`src/rtl/bht_pkg.sv`:
```
// Shared types and constants for the bucketed hash table.
// No dependencies; bht_front, bht_back and bucketed_hash_table import this package.
`default_nettype none

package bht_pkg;

    // Fixed field widths of a request and a result
    localparam int KEY_BITS       = 31;
    localparam int REQ_VALUE_BITS = 32;
    localparam int STATUS_BITS    = 3;

    // Parameter defaults for the top level
    localparam int NUM_BUCKETS_DEF      = 16;
    localparam int SLOTS_PER_BUCKET_DEF = 4;
    localparam int VALUE_BITS_DEF       = 32;

    // Request queue between front and back
    localparam int QUEUE_DEPTH = 4;
    localparam int LEVEL_BITS  = $clog2(QUEUE_DEPTH + 1);

    // Request kinds
    localparam logic KIND_INSERT = 1'b0;
    localparam logic KIND_REMOVE = 1'b1;

    // Result status codes
    typedef enum logic [STATUS_BITS-1:0] {
        ST_ADDED     = 3'd0,
        ST_REPLACED  = 3'd1,
        ST_REMOVED   = 3'd2,
        ST_NOT_FOUND = 3'd3,
        ST_FULL      = 3'd4
    } status_t;

    typedef struct packed {
        logic                      kind;
        logic [KEY_BITS-1:0]       req_key;
        logic [REQ_VALUE_BITS-1:0] req_value;
    } req_t;

    typedef struct packed {
        logic [STATUS_BITS-1:0] status;
        logic                   table_empty;
    } rsp_t;

    localparam int REQ_BITS = $bits(req_t);

    // Back-end sequencer states
    typedef enum logic {
        BK_IDLE,
        BK_EXEC
    } back_state_t;

endpackage

`default_nettype wire

```
`src/rtl/bht_ram.sv`:
```
// Generic single-write, single-read RAM with registered read data.
// No dependencies.
`default_nettype none

module bht_ram #(
    parameter int WIDTH = 8,
    parameter int DEPTH = 16
) (
    input  wire logic                     clk,
    input  wire logic                     we,
    input  wire logic [$clog2(DEPTH)-1:0] waddr,
    input  wire logic [WIDTH-1:0]         wdata,
    input  wire logic                     re,
    input  wire logic [$clog2(DEPTH)-1:0] raddr,
    output logic      [WIDTH-1:0]         rdata
);

    logic [WIDTH-1:0] mem_reg [DEPTH];
    logic [WIDTH-1:0] rdata_reg;

    // Write port
    always_ff @(posedge clk)
    begin
        if (we)
        begin
            mem_reg[waddr] <= wdata;
        end
    end

    // Registered read port
    always_ff @(posedge clk)
    begin
        if (re)
        begin
            rdata_reg <= mem_reg[raddr];
        end
    end

    assign rdata = rdata_reg;

endmodule

`default_nettype wire

```
`src/rtl/bht_fifo.sv`:
```
// Small register queue between the front and back parts of the hash table.
// No package dependency; DEPTH must be a power of two.
`default_nettype none

module bht_fifo #(
    parameter int WIDTH = 8,
    parameter int DEPTH = 4
) (
    input  wire logic                       clk,
    input  wire logic                       rst_n,
    input  wire logic                       push,
    input  wire logic [WIDTH-1:0]           push_data,
    input  wire logic                       pop,
    output logic      [WIDTH-1:0]           pop_data,
    output logic                            empty,
    output logic      [$clog2(DEPTH+1)-1:0] level
);

    localparam int PTR_W = $clog2(DEPTH);
    localparam int LVL_W = $clog2(DEPTH + 1);

    logic [WIDTH-1:0] mem_reg [DEPTH];
    logic [PTR_W-1:0] wr_ptr_reg, wr_ptr_next;
    logic [PTR_W-1:0] rd_ptr_reg, rd_ptr_next;
    logic [LVL_W-1:0] level_reg, level_next;

    // Advance pointers and occupancy
    always_comb
    begin
        wr_ptr_next = wr_ptr_reg;
        rd_ptr_next = rd_ptr_reg;
        level_next  = level_reg;
        if (push)
        begin
            wr_ptr_next = wr_ptr_reg + 1'b1;
        end
        if (pop)
        begin
            rd_ptr_next = rd_ptr_reg + 1'b1;
        end
        if (push && !pop)
        begin
            level_next = level_reg + 1'b1;
        end
        else if (pop && !push)
        begin
            level_next = level_reg - 1'b1;
        end
    end

    always_ff @(posedge clk or negedge rst_n)
    begin
        if (!rst_n)
        begin
            wr_ptr_reg <= '0;
            rd_ptr_reg <= '0;
            level_reg  <= '0;
        end
        else
        begin
            wr_ptr_reg <= wr_ptr_next;
            rd_ptr_reg <= rd_ptr_next;
            level_reg  <= level_next;
        end
    end

    // Hold queued transactions
    always_ff @(posedge clk)
    begin
        if (push)
        begin
            mem_reg[wr_ptr_reg] <= push_data;
        end
    end

    assign pop_data = mem_reg[rd_ptr_reg];
    assign empty    = (level_reg == '0);
    assign level    = level_reg;

endmodule

`default_nettype wire

```
`src/rtl/bht_front.sv`:
```
// Front part: accepts requests and works out the bucket (key mod NUM_BUCKETS).
// Depends on bht_pkg; pushes classified requests into bht_fifo.
`default_nettype none

module bht_front #(
    parameter int NUM_BUCKETS = bht_pkg::NUM_BUCKETS_DEF,
    parameter int BKT_W       = $clog2(NUM_BUCKETS)
) (
    input  wire logic                           clk,
    input  wire logic                           rst_n,
    input  wire logic                           start,
    output logic                                busy,
    input  wire bht_pkg::req_t                  req,
    input  wire logic [bht_pkg::LEVEL_BITS-1:0] queue_level,
    output logic                                push,
    output logic      [BKT_W-1:0]               push_bucket,
    output bht_pkg::req_t                       push_req
);

    import bht_pkg::*;

    // Reciprocal of the bucket count; the estimated quotient is low by at most one
    localparam logic [63:0]         RECIP_FULL =
        (64'd1 << KEY_BITS) / NUM_BUCKETS;
    localparam logic [KEY_BITS-1:0] RECIP = RECIP_FULL[KEY_BITS-1:0];
    localparam logic [BKT_W:0]      NB    = (BKT_W+1)'(NUM_BUCKETS);

    logic                  accept;
    logic [2*KEY_BITS-1:0] prod;
    logic [KEY_BITS-1:0]   quot_next;

    logic                  s1_valid_reg, s1_valid_next;
    req_t                  s1_req_reg;
    logic [KEY_BITS-1:0]   s1_quot_reg;

    logic [KEY_BITS-1:0]   qn;
    logic [KEY_BITS-1:0]   rem;
    logic [BKT_W:0]        rem_lo;
    logic [BKT_W:0]        rem_fix;

    // Stall while the queue plus the stage in flight could overflow
    assign busy = ((LEVEL_BITS+1)'(queue_level) + (LEVEL_BITS+1)'(s1_valid_reg))
                  >= (LEVEL_BITS+1)'(QUEUE_DEPTH);
    assign accept = start && !busy;

    // Stage 1: estimate the quotient by reciprocal multiplication
    assign prod          = {{KEY_BITS{1'b0}}, req.req_key} * {{KEY_BITS{1'b0}}, RECIP};
    assign quot_next     = prod[2*KEY_BITS-1:KEY_BITS];
    assign s1_valid_next = accept;

    always_ff @(posedge clk or negedge rst_n)
    begin
        if (!rst_n)
        begin
            s1_valid_reg <= 1'b0;
        end
        else
        begin
            s1_valid_reg <= s1_valid_next;
        end
    end

    always_ff @(posedge clk)
    begin
        if (accept)
        begin
            s1_req_reg  <= req;
            s1_quot_reg <= quot_next;
        end
    end

    // Stage 2: remainder with one corrective subtract, then push
    assign qn      = KEY_BITS'(s1_quot_reg * KEY_BITS'(NUM_BUCKETS));
    assign rem     = s1_req_reg.req_key - qn;
    assign rem_lo  = rem[BKT_W:0];
    assign rem_fix = (rem_lo >= NB) ? (rem_lo - NB) : rem_lo;

    assign push        = s1_valid_reg;
    assign push_bucket = rem_fix[BKT_W-1:0];
    assign push_req    = s1_req_reg;

endmodule

`default_nettype wire

```
`src/rtl/bht_back.sv`:
```
// Back part: read-modify-write of one bucket row per request, result output.
// Depends on bht_pkg and bht_ram; pops requests from bht_fifo.
`default_nettype none

module bht_back #(
    parameter int NUM_BUCKETS      = bht_pkg::NUM_BUCKETS_DEF,
    parameter int SLOTS_PER_BUCKET = bht_pkg::SLOTS_PER_BUCKET_DEF,
    parameter int VALUE_BITS       = bht_pkg::VALUE_BITS_DEF,
    parameter int BKT_W            = $clog2(NUM_BUCKETS)
) (
    input  wire logic                                clk,
    input  wire logic                                rst_n,
    input  wire logic                                queue_empty,
    input  wire logic [BKT_W+bht_pkg::REQ_BITS-1:0]  queue_data,
    output logic                                     pop,
    output logic                                     done,
    output bht_pkg::rsp_t                            rsp
);

    import bht_pkg::*;

    localparam int ENT_W = KEY_BITS + VALUE_BITS;
    localparam int ROW_W = SLOTS_PER_BUCKET * ENT_W;
    localparam int TOTAL = NUM_BUCKETS * SLOTS_PER_BUCKET;
    localparam int CNT_W = $clog2(TOTAL + 1);

    back_state_t                 state_reg, state_next;
    logic [BKT_W-1:0]            bkt_reg, bkt_next;
    req_t                        cur_reg, cur_next;
    logic [SLOTS_PER_BUCKET-1:0] valid_reg [NUM_BUCKETS];
    logic [CNT_W-1:0]            count_reg, count_next;
    logic                        done_reg, done_next;
    rsp_t                        rsp_reg, rsp_next;

    logic [BKT_W-1:0]            q_bkt;
    req_t                        q_req;
    logic                        ram_re;
    logic                        ram_we;
    logic [ROW_W-1:0]            row_rd;
    logic [ROW_W-1:0]            row_wr;

    logic [SLOTS_PER_BUCKET-1:0] vrow;
    logic [SLOTS_PER_BUCKET-1:0] vrow_next;
    logic                        valid_we;
    logic [SLOTS_PER_BUCKET-1:0] hit_vec;
    logic [SLOTS_PER_BUCKET-1:0] hit_oh;
    logic [SLOTS_PER_BUCKET-1:0] free_vec;
    logic [SLOTS_PER_BUCKET-1:0] free_oh;
    logic                        do_add;
    logic                        do_repl;
    logic                        do_rem;
    logic [VALUE_BITS-1:0]       new_val;

    assign q_bkt = queue_data[BKT_W+REQ_BITS-1:REQ_BITS];
    assign q_req = queue_data[REQ_BITS-1:0];

    // Bucket rows: keys and values of every slot
    bht_ram #(
        .WIDTH (ROW_W),
        .DEPTH (NUM_BUCKETS)
    ) u_row_ram (
        .clk   (clk),
        .we    (ram_we),
        .waddr (bkt_reg),
        .wdata (row_wr),
        .re    (ram_re),
        .raddr (q_bkt),
        .rdata (row_rd)
    );

    // Keep the stored value to VALUE_BITS bits
    generate
        if (VALUE_BITS <= REQ_VALUE_BITS)
        begin : g_val_trunc
            assign new_val = cur_reg.req_value[VALUE_BITS-1:0];
        end
        else
        begin : g_val_ext
            assign new_val = {{(VALUE_BITS-REQ_VALUE_BITS){1'b0}}, cur_reg.req_value};
        end
    endgenerate

    // Compare all slots of the bucket in parallel
    always_comb
    begin
        vrow = valid_reg[bkt_reg];
        for (int s = 0; s < SLOTS_PER_BUCKET; s++)
        begin
            hit_vec[s] = vrow[s] && (row_rd[s*ENT_W +: KEY_BITS] == cur_reg.req_key);
        end
        free_vec = ~vrow;
        hit_oh   = hit_vec & (~hit_vec + 1'b1);
        free_oh  = free_vec & (~free_vec + 1'b1);
    end

    // Build the row to write back
    always_comb
    begin
        row_wr = row_rd;
        for (int s = 0; s < SLOTS_PER_BUCKET; s++)
        begin
            if (do_add && free_oh[s])
            begin
                row_wr[s*ENT_W +: KEY_BITS] = cur_reg.req_key;
            end
            if ((do_add && free_oh[s]) || (do_repl && hit_oh[s]))
            begin
                row_wr[s*ENT_W+KEY_BITS +: VALUE_BITS] = new_val;
            end
        end
    end

    // Sequencer: pop and read together in BK_IDLE, then decide and write back in BK_EXEC
    always_comb
    begin
        state_next = state_reg;
        bkt_next   = bkt_reg;
        cur_next   = cur_reg;
        count_next = count_reg;
        done_next  = 1'b0;
        rsp_next   = rsp_reg;
        pop        = 1'b0;
        ram_re     = 1'b0;
        ram_we     = 1'b0;
        valid_we   = 1'b0;
        vrow_next  = vrow;
        do_add     = 1'b0;
        do_repl    = 1'b0;
        do_rem     = 1'b0;
        unique case (state_reg)
            BK_IDLE:
            begin
                if (!queue_empty)
                begin
                    pop        = 1'b1;
                    ram_re     = 1'b1;
                    bkt_next   = q_bkt;
                    cur_next   = q_req;
                    state_next = BK_EXEC;
                end
            end
            BK_EXEC:
            begin
                if (cur_reg.kind == KIND_INSERT)
                begin
                    if (hit_vec != '0)
                    begin
                        do_repl         = 1'b1;
                        rsp_next.status = ST_REPLACED;
                    end
                    else if (free_vec != '0)
                    begin
                        do_add          = 1'b1;
                        rsp_next.status = ST_ADDED;
                    end
                    else
                    begin
                        rsp_next.status = ST_FULL;
                    end
                end
                else
                begin
                    if (hit_vec != '0)
                    begin
                        do_rem          = 1'b1;
                        rsp_next.status = ST_REMOVED;
                    end
                    else
                    begin
                        rsp_next.status = ST_NOT_FOUND;
                    end
                end
                ram_we = do_add || do_repl;
                if (do_add)
                begin
                    valid_we   = 1'b1;
                    vrow_next  = vrow | free_oh;
                    count_next = count_reg + 1'b1;
                end
                else if (do_rem)
                begin
                    valid_we   = 1'b1;
                    vrow_next  = vrow & ~hit_oh;
                    count_next = count_reg - 1'b1;
                end
                rsp_next.table_empty = (count_next == '0);
                done_next            = 1'b1;
                state_next           = BK_IDLE;
            end
            default:
            begin
                state_next = BK_IDLE;
            end
        endcase
    end

    always_ff @(posedge clk or negedge rst_n)
    begin
        if (!rst_n)
        begin
            state_reg <= BK_IDLE;
            count_reg <= '0;
            done_reg  <= 1'b0;
        end
        else
        begin
            state_reg <= state_next;
            count_reg <= count_next;
            done_reg  <= done_next;
        end
    end

    // Valid marks, cleared at reset
    always_ff @(posedge clk or negedge rst_n)
    begin
        if (!rst_n)
        begin
            for (int b = 0; b < NUM_BUCKETS; b++)
            begin
                valid_reg[b] <= '0;
            end
        end
        else if (valid_we)
        begin
            valid_reg[bkt_reg] <= vrow_next;
        end
    end

    // Hold the transaction under work and the result
    always_ff @(posedge clk)
    begin
        bkt_reg <= bkt_next;
        cur_reg <= cur_next;
        rsp_reg <= rsp_next;
    end

    assign done = done_reg;
    assign rsp  = rsp_reg;

`ifndef SYNTHESIS
    a_done_after_exec: assert property (@(posedge clk) disable iff (!rst_n)
        done_reg |-> $past(state_reg == BK_EXEC))
        else $error("result strobe without a completed bucket update");

    a_count_bound: assert property (@(posedge clk) disable iff (!rst_n)
        count_reg <= CNT_W'(TOTAL))
        else $error("entry count exceeds the slot total");

    a_empty_flag: assert property (@(posedge clk) disable iff (!rst_n)
        done_reg |-> (rsp_reg.table_empty == (count_reg == '0)))
        else $error("empty flag disagrees with the entry count");

    a_add_counts: assert property (@(posedge clk) disable iff (!rst_n)
        (done_reg && rsp_reg.status == ST_ADDED) |->
            (count_reg == CNT_W'($past(count_reg) + 1'b1)))
        else $error("add did not bump the entry count");

    a_remove_counts: assert property (@(posedge clk) disable iff (!rst_n)
        (done_reg && rsp_reg.status == ST_REMOVED) |->
            (count_reg == CNT_W'($past(count_reg) - 1'b1)))
        else $error("remove did not drop the entry count");
`endif

endmodule

`default_nettype wire

```
`src/rtl/bucketed_hash_table.sv`:
```
// A request passes the front's reciprocal pipeline, the queue, then the back end's
// BK_IDLE and BK_EXEC states; done and rsp are registered outputs.
// The back end takes a new request only after the last one's bucket-row
// read-modify-write (a RAM read in BK_IDLE, compare and write in BK_EXEC).
// The front computes key mod NUM_BUCKETS in a 2-stage reciprocal pipeline and
// queues up to 4 requests; busy rises when the queue could overflow.
// Reset clears valid marks, entry count and queue at once; no clearing pass.
// Results cannot be stalled by the receiver.
`default_nettype none

module bucketed_hash_table #(
    parameter int NUM_BUCKETS      = bht_pkg::NUM_BUCKETS_DEF,
    parameter int SLOTS_PER_BUCKET = bht_pkg::SLOTS_PER_BUCKET_DEF,
    parameter int VALUE_BITS       = bht_pkg::VALUE_BITS_DEF
) (
    input  wire logic          clk,
    input  wire logic          rst_n,
    input  wire logic          start,
    output logic               busy,
    input  wire bht_pkg::req_t req,
    output logic               done,
    output bht_pkg::rsp_t      rsp
);

    import bht_pkg::*;

    localparam int BKT_W = $clog2(NUM_BUCKETS);
    localparam int Q_W   = BKT_W + REQ_BITS;

    logic                  push;
    logic [BKT_W-1:0]      push_bucket;
    req_t                  push_req;
    logic                  pop;
    logic [Q_W-1:0]        pop_data;
    logic                  queue_empty;
    logic [LEVEL_BITS-1:0] queue_level;

    // Accept and classify
    bht_front #(
        .NUM_BUCKETS (NUM_BUCKETS),
        .BKT_W       (BKT_W)
    ) u_front (
        .clk         (clk),
        .rst_n       (rst_n),
        .start       (start),
        .busy        (busy),
        .req         (req),
        .queue_level (queue_level),
        .push        (push),
        .push_bucket (push_bucket),
        .push_req    (push_req)
    );

    // Decouple front and back
    bht_fifo #(
        .WIDTH (Q_W),
        .DEPTH (QUEUE_DEPTH)
    ) u_queue (
        .clk       (clk),
        .rst_n     (rst_n),
        .push      (push),
        .push_data ({push_bucket, push_req}),
        .pop       (pop),
        .pop_data  (pop_data),
        .empty     (queue_empty),
        .level     (queue_level)
    );

    // Carry out table updates
    bht_back #(
        .NUM_BUCKETS      (NUM_BUCKETS),
        .SLOTS_PER_BUCKET (SLOTS_PER_BUCKET),
        .VALUE_BITS       (VALUE_BITS),
        .BKT_W            (BKT_W)
    ) u_back (
        .clk         (clk),
        .rst_n       (rst_n),
        .queue_empty (queue_empty),
        .queue_data  (pop_data),
        .pop         (pop),
        .done        (done),
        .rsp         (rsp)
    );

endmodule

`default_nettype wire

```
`config.mk`:
```
export PLATFORM = sky130hd
export DESIGN_NAME = bucketed_hash_table
export DESIGN_NICKNAME = d
export VERILOG_FILES = /design/src/rtl/bht_pkg.sv /design/src/rtl/bht_ram.sv /design/src/rtl/bht_fifo.sv /design/src/rtl/bht_front.sv /design/src/rtl/bht_back.sv /design/src/rtl/bucketed_hash_table.sv
export SDC_FILE = /design/constraint.sdc
export NUM_CORES = 2
export LEC_CHECK = 0
export BUFFER_PORTS_ARGS = -buffer_cell sky130_fd_sc_hd__clkbuf_2
export CORE_MARGIN = 5
export CORE_UTILIZATION = 40
export DETAILED_ROUTE_END_ITERATION = 8
export GPL_TIMING_DRIVEN = 0
export PLACE_DENSITY = 0.63
export SYNTH_ARGS = -nofsm -noshare
export SYNTH_HDL_FRONTEND = slang
export SYNTH_MEMORY_MAX_BITS = 65536
export SYNTH_SLANG_ARGS = --single-unit
```
`constraint.sdc`:
```
create_clock -name clk -period 11.45 [get_ports clk]
set_input_delay 1.145 -clock clk [delete_from_list [all_inputs] [get_ports clk]]
set_output_delay 1.145 -clock clk [all_outputs]
set_load 0.01 [all_outputs]
```
==> impl_results.md <==
* DR vias/cell at 5.836
* # Post-CTS Setup Buffers at 0
* Clock Skew at roughly 0.07 ns
* Antenna-violating nets left at 0
* Share of cells above drive strength 1 at 0.3289
* Gp weighted congestion at 0.7499
* NetSw at around 0.0094 W
* Ys flop type: edfxtp_1
* Yosys reg bits at 2385
* I/O pins at 73
* CP peak stage delay at 1.05 ns
* Critical Path RT at around 12 ns
* Max Fanout on Critical Path at 13
* Clock-pin slew on the worst setup and hold paths at 0.06 ns
* Setup TNS at 0 ns
* FMAX at 147.9 MHz
* Die area at around 240000 um^2
* Max clock buf depth at 3
* Mean post-synth cell area at 24.09 um^2
* Post-synthesis cell area at 91790 um^2
* Worst Tran Pin Value at 1.510 ns
* CTS buffer count at 225
* GRT overflow at 0
* Clk sink count at 2385
* Via Count at 43340
* Cell Rows at 175
* Flop pwr share at 0.421
* Fillers at 18280
* Status: complete, but fails checks
* Ys async rst share at 0.03396
* CTS tree: done
* Total Nets Final at 4300
* Synth warn at 0
* Drt total wl at 235.5 mm
* Initial DRC Count at ~5900
* Worst-Skew Late Latency at 0.87 ns
* Sw Share at 0.3269
* WP data arrival at 7.30 ns
* # setup viols final at 0
* Hold buffer count at cts at 0
* Initial Utilization at 0.4027
* Library cells used by synthesis at 52
* Layout area overhead at 15.86%
* Largest register FFs at 1984
* Port Buffers at 40
* Final Hold Vio Count at 0
* CP cell instances: clkbuf_1 -> xor2_1 -> nor3_1 -> nand4_1 -> nor3_1 -> a2111o_1 -> ha_1 -> o21a_1 -> nand3b_1 -> nor3_4 -> buf_16 -> buf_8 -> buf_16 -> buf_8 -> buf_8 -> buf_16
* Vias in the first global route at around 44000
* Combinational group share of total power at 0.322
* CP startpoint kind: register
* Hold WC Path Type: primary input to asynchronous set/reset pin
* WL per Instance at 31.72 um
* Setup CP Type: register to register
* Max_cap viols at 2
* Syn nets at 3888
* Drt drc at 0
* Slew Viols, Final at 19
* First-pass GRT wire length at 334.5 mm
* Clock power frac at 0.257
* CTS Root Buffer Type: clkbuf_16
* Pin count of the biggest net entering global routing at 46
* Post-synthesis sequential area ratio at 0.7759
* CTS resizes at 0
* Antenna violations before repair at 6
* Core area at 227900 um^2
* Max VDD drop at 0.0002030 V
* Pleak at 31.30 nW
* Unrepaired setup endpoints after global routing: no
* Die Y at 489.0 um
* Min cycle time layout at 6.763 ns
* DIE WIDTH at 489.0 um
* CP Capture Type: register
* Internal power at 0.01934 W
* Slew HR at -0.006471
* Post-Synthesis Cells at 3810
* Total GRT Usage at 0.1969
* Violated checks: max-capacitance violations, max-slew violations
* Detail Placement HPWL at 147.3 mm
* Critical path's slowest cell: clkbuf_1
* Final Cycle Share at 0.5907
* EDFF count, synth at 2304
* Pre-Repair DR Iteration Count at 6
* # H-tree levels at 4
* Total Power at 0.02874 W
* Pwr Density at around 270 nW/um^2
synth_stat cells (5+ instances only):
cell	instances	area, um^2
mux4_2	668	15040
nand2_1	26	97.59
and3_1	5	31.28
buf_1	45	168.9
and2_1	7	43.79
ha_1	10	125.1
nand3_1	14	70.07
buf_6	6	67.56
nor4_1	28	175.2
nor3_1	12	60.06
inv_1	12	45.04
clkbuf_1	142	533.0
xnor2_1	34	297.8
dfrtp_1	81	2027
nor2_1	33	123.9
nand4_1	17	106.4
edfxtp_1	2304	69190
o21ai_0	8	40.04
buf_2	11	55.05
mux2_2	190	2140
xor2_1	103	902.1
nor2b_1	5	31.28
layer usage:
| metal | part of all wire | up-vias | GRT usage |
|---|---|---|---|
| met3 | 0.095 | 320 | 0.04774 |
| met2 | 0.47 | 2230 | 0.3048 |
| met5 | 0.000085 | - | 0 |
| li1 | - | 17090 | - |
| met4 | 0.028 | 2 | 0.05207 |
| met1 | 0.41 | 23700 | 0.2827 |
through the flow:
step	hold WS (ns)	cell area [um^2]	cells	util	worst slack [ns]
6_report	0.3293	106300	7426	0.4666	4.687
5_1_grt	0.3288	106300	7421	0.4665	4.461
3_3_place_gp	0.4691	95770	6859	0.4202	-8.422
2_1_floorplan	0.4587	91810	3810	-	2.584
4_1_cts	0.3027	106300	7421	0.4665	4.557
3_5_place_dp	0.4868	99040	7004	0.4345	4.601
power by group through the flow:
stage	clock (W)	sequential, W	combinational (W)
6_report	0.00739	0.0121	0.00925
5_1_grt	0.00788	0.0122	0.00974
4_1_cts	0.00749	0.0121	0.00933
3_5_place_dp	0	0.0123	0.00929
3_3_place_gp	0	0.0126	0.00871
2_1_floorplan	0	0.0123	0.00558
worst max-delay path, delay by kind of cell, from the launching register on:
kind	cells	cell delay, ns
AOI/OAI and AO/OA	2	0.56
xor gates and xnor gates	1	0.37
DFF	1	0.32
and+or+nand+nor	5	2.79
adders and majority gates	1	0.19
buffers and inverters	7	2.18
worst paths after layout:
check | from | to | slack (ns) | depth (start not counted)
max in group asynchronous | rst_n | u_back.count_reg[5] | 10.33 | 2
worst max register to register | u_back.cur_reg[51] | u_back.u_row_ram.mem_reg[2][144] | 4.69 | 16
worst min-delay path | rst_n | u_queue.wr_ptr_reg[0] | 0.33 | 1
worst max-delay path | u_back.cur_reg[51] | u_back.u_row_ram.mem_reg[2][144] | 4.69 | 16
worst min register to register | u_front.push_req[48] | u_queue.mem_reg[1][48] | 0.50 | 0
min in group clk | req[57] | u_front.push_req[57] | 0.46 | 1
area by class of cell:
cell class,instances,area [um^2],area share
multi-input combinational,1205,19850,0.1866
antenna,5,12.51,0.0001177
tap,3009,3765,0.03540
clock buffer,262,5812,0.05465
clock inverter,155,1475,0.01387
inverter,13,48.80,0.0004588
sequential,2385,71210,0.6696
timing repair buffer,185,3303,0.03106
buffer,207,872.1,0.008200
kinds of logic (layout without fill, tap and decap cells):
kind of cell    count (synthesis)  in the layout  share of synthesized area
other cells                     0              5                          0
flops                        2385           2385                     0.7759
mux                           859            859                     0.1873
xor+xnor                      137            137                    0.01307
buf+inv                       220            822                   0.009733
fa+ha+maj                      11             11                   0.001581
simple gates                  171            171                    0.01044
compound gates                 27             27                   0.001963
cell usage in the layout, fill, tap and decap left out, drive strengths merged, types with 4 or more instances in the layout:
cell	netlist	routed
nand3	14	14
bufinv	0	22
nor2b	5	5
and3	5	5
buf	64	208
nand2b	4	4
clkinv	0	121
ha	10	10
edfxtp	2304	2304
xnor2	34	34
nor4	29	29
mux2	191	191
nand2	26	26
and2	7	7
clkinvlp	0	7
o21ai	9	9
nand4	17	17
dfrtp	81	81
xor2	103	103
clkbuf	143	446
a21oi	4	4
nor3	18	18
diode	0	5
nor2	34	34
inv	13	18
mux4	668	668
Power figures use the tool's default switching activity.
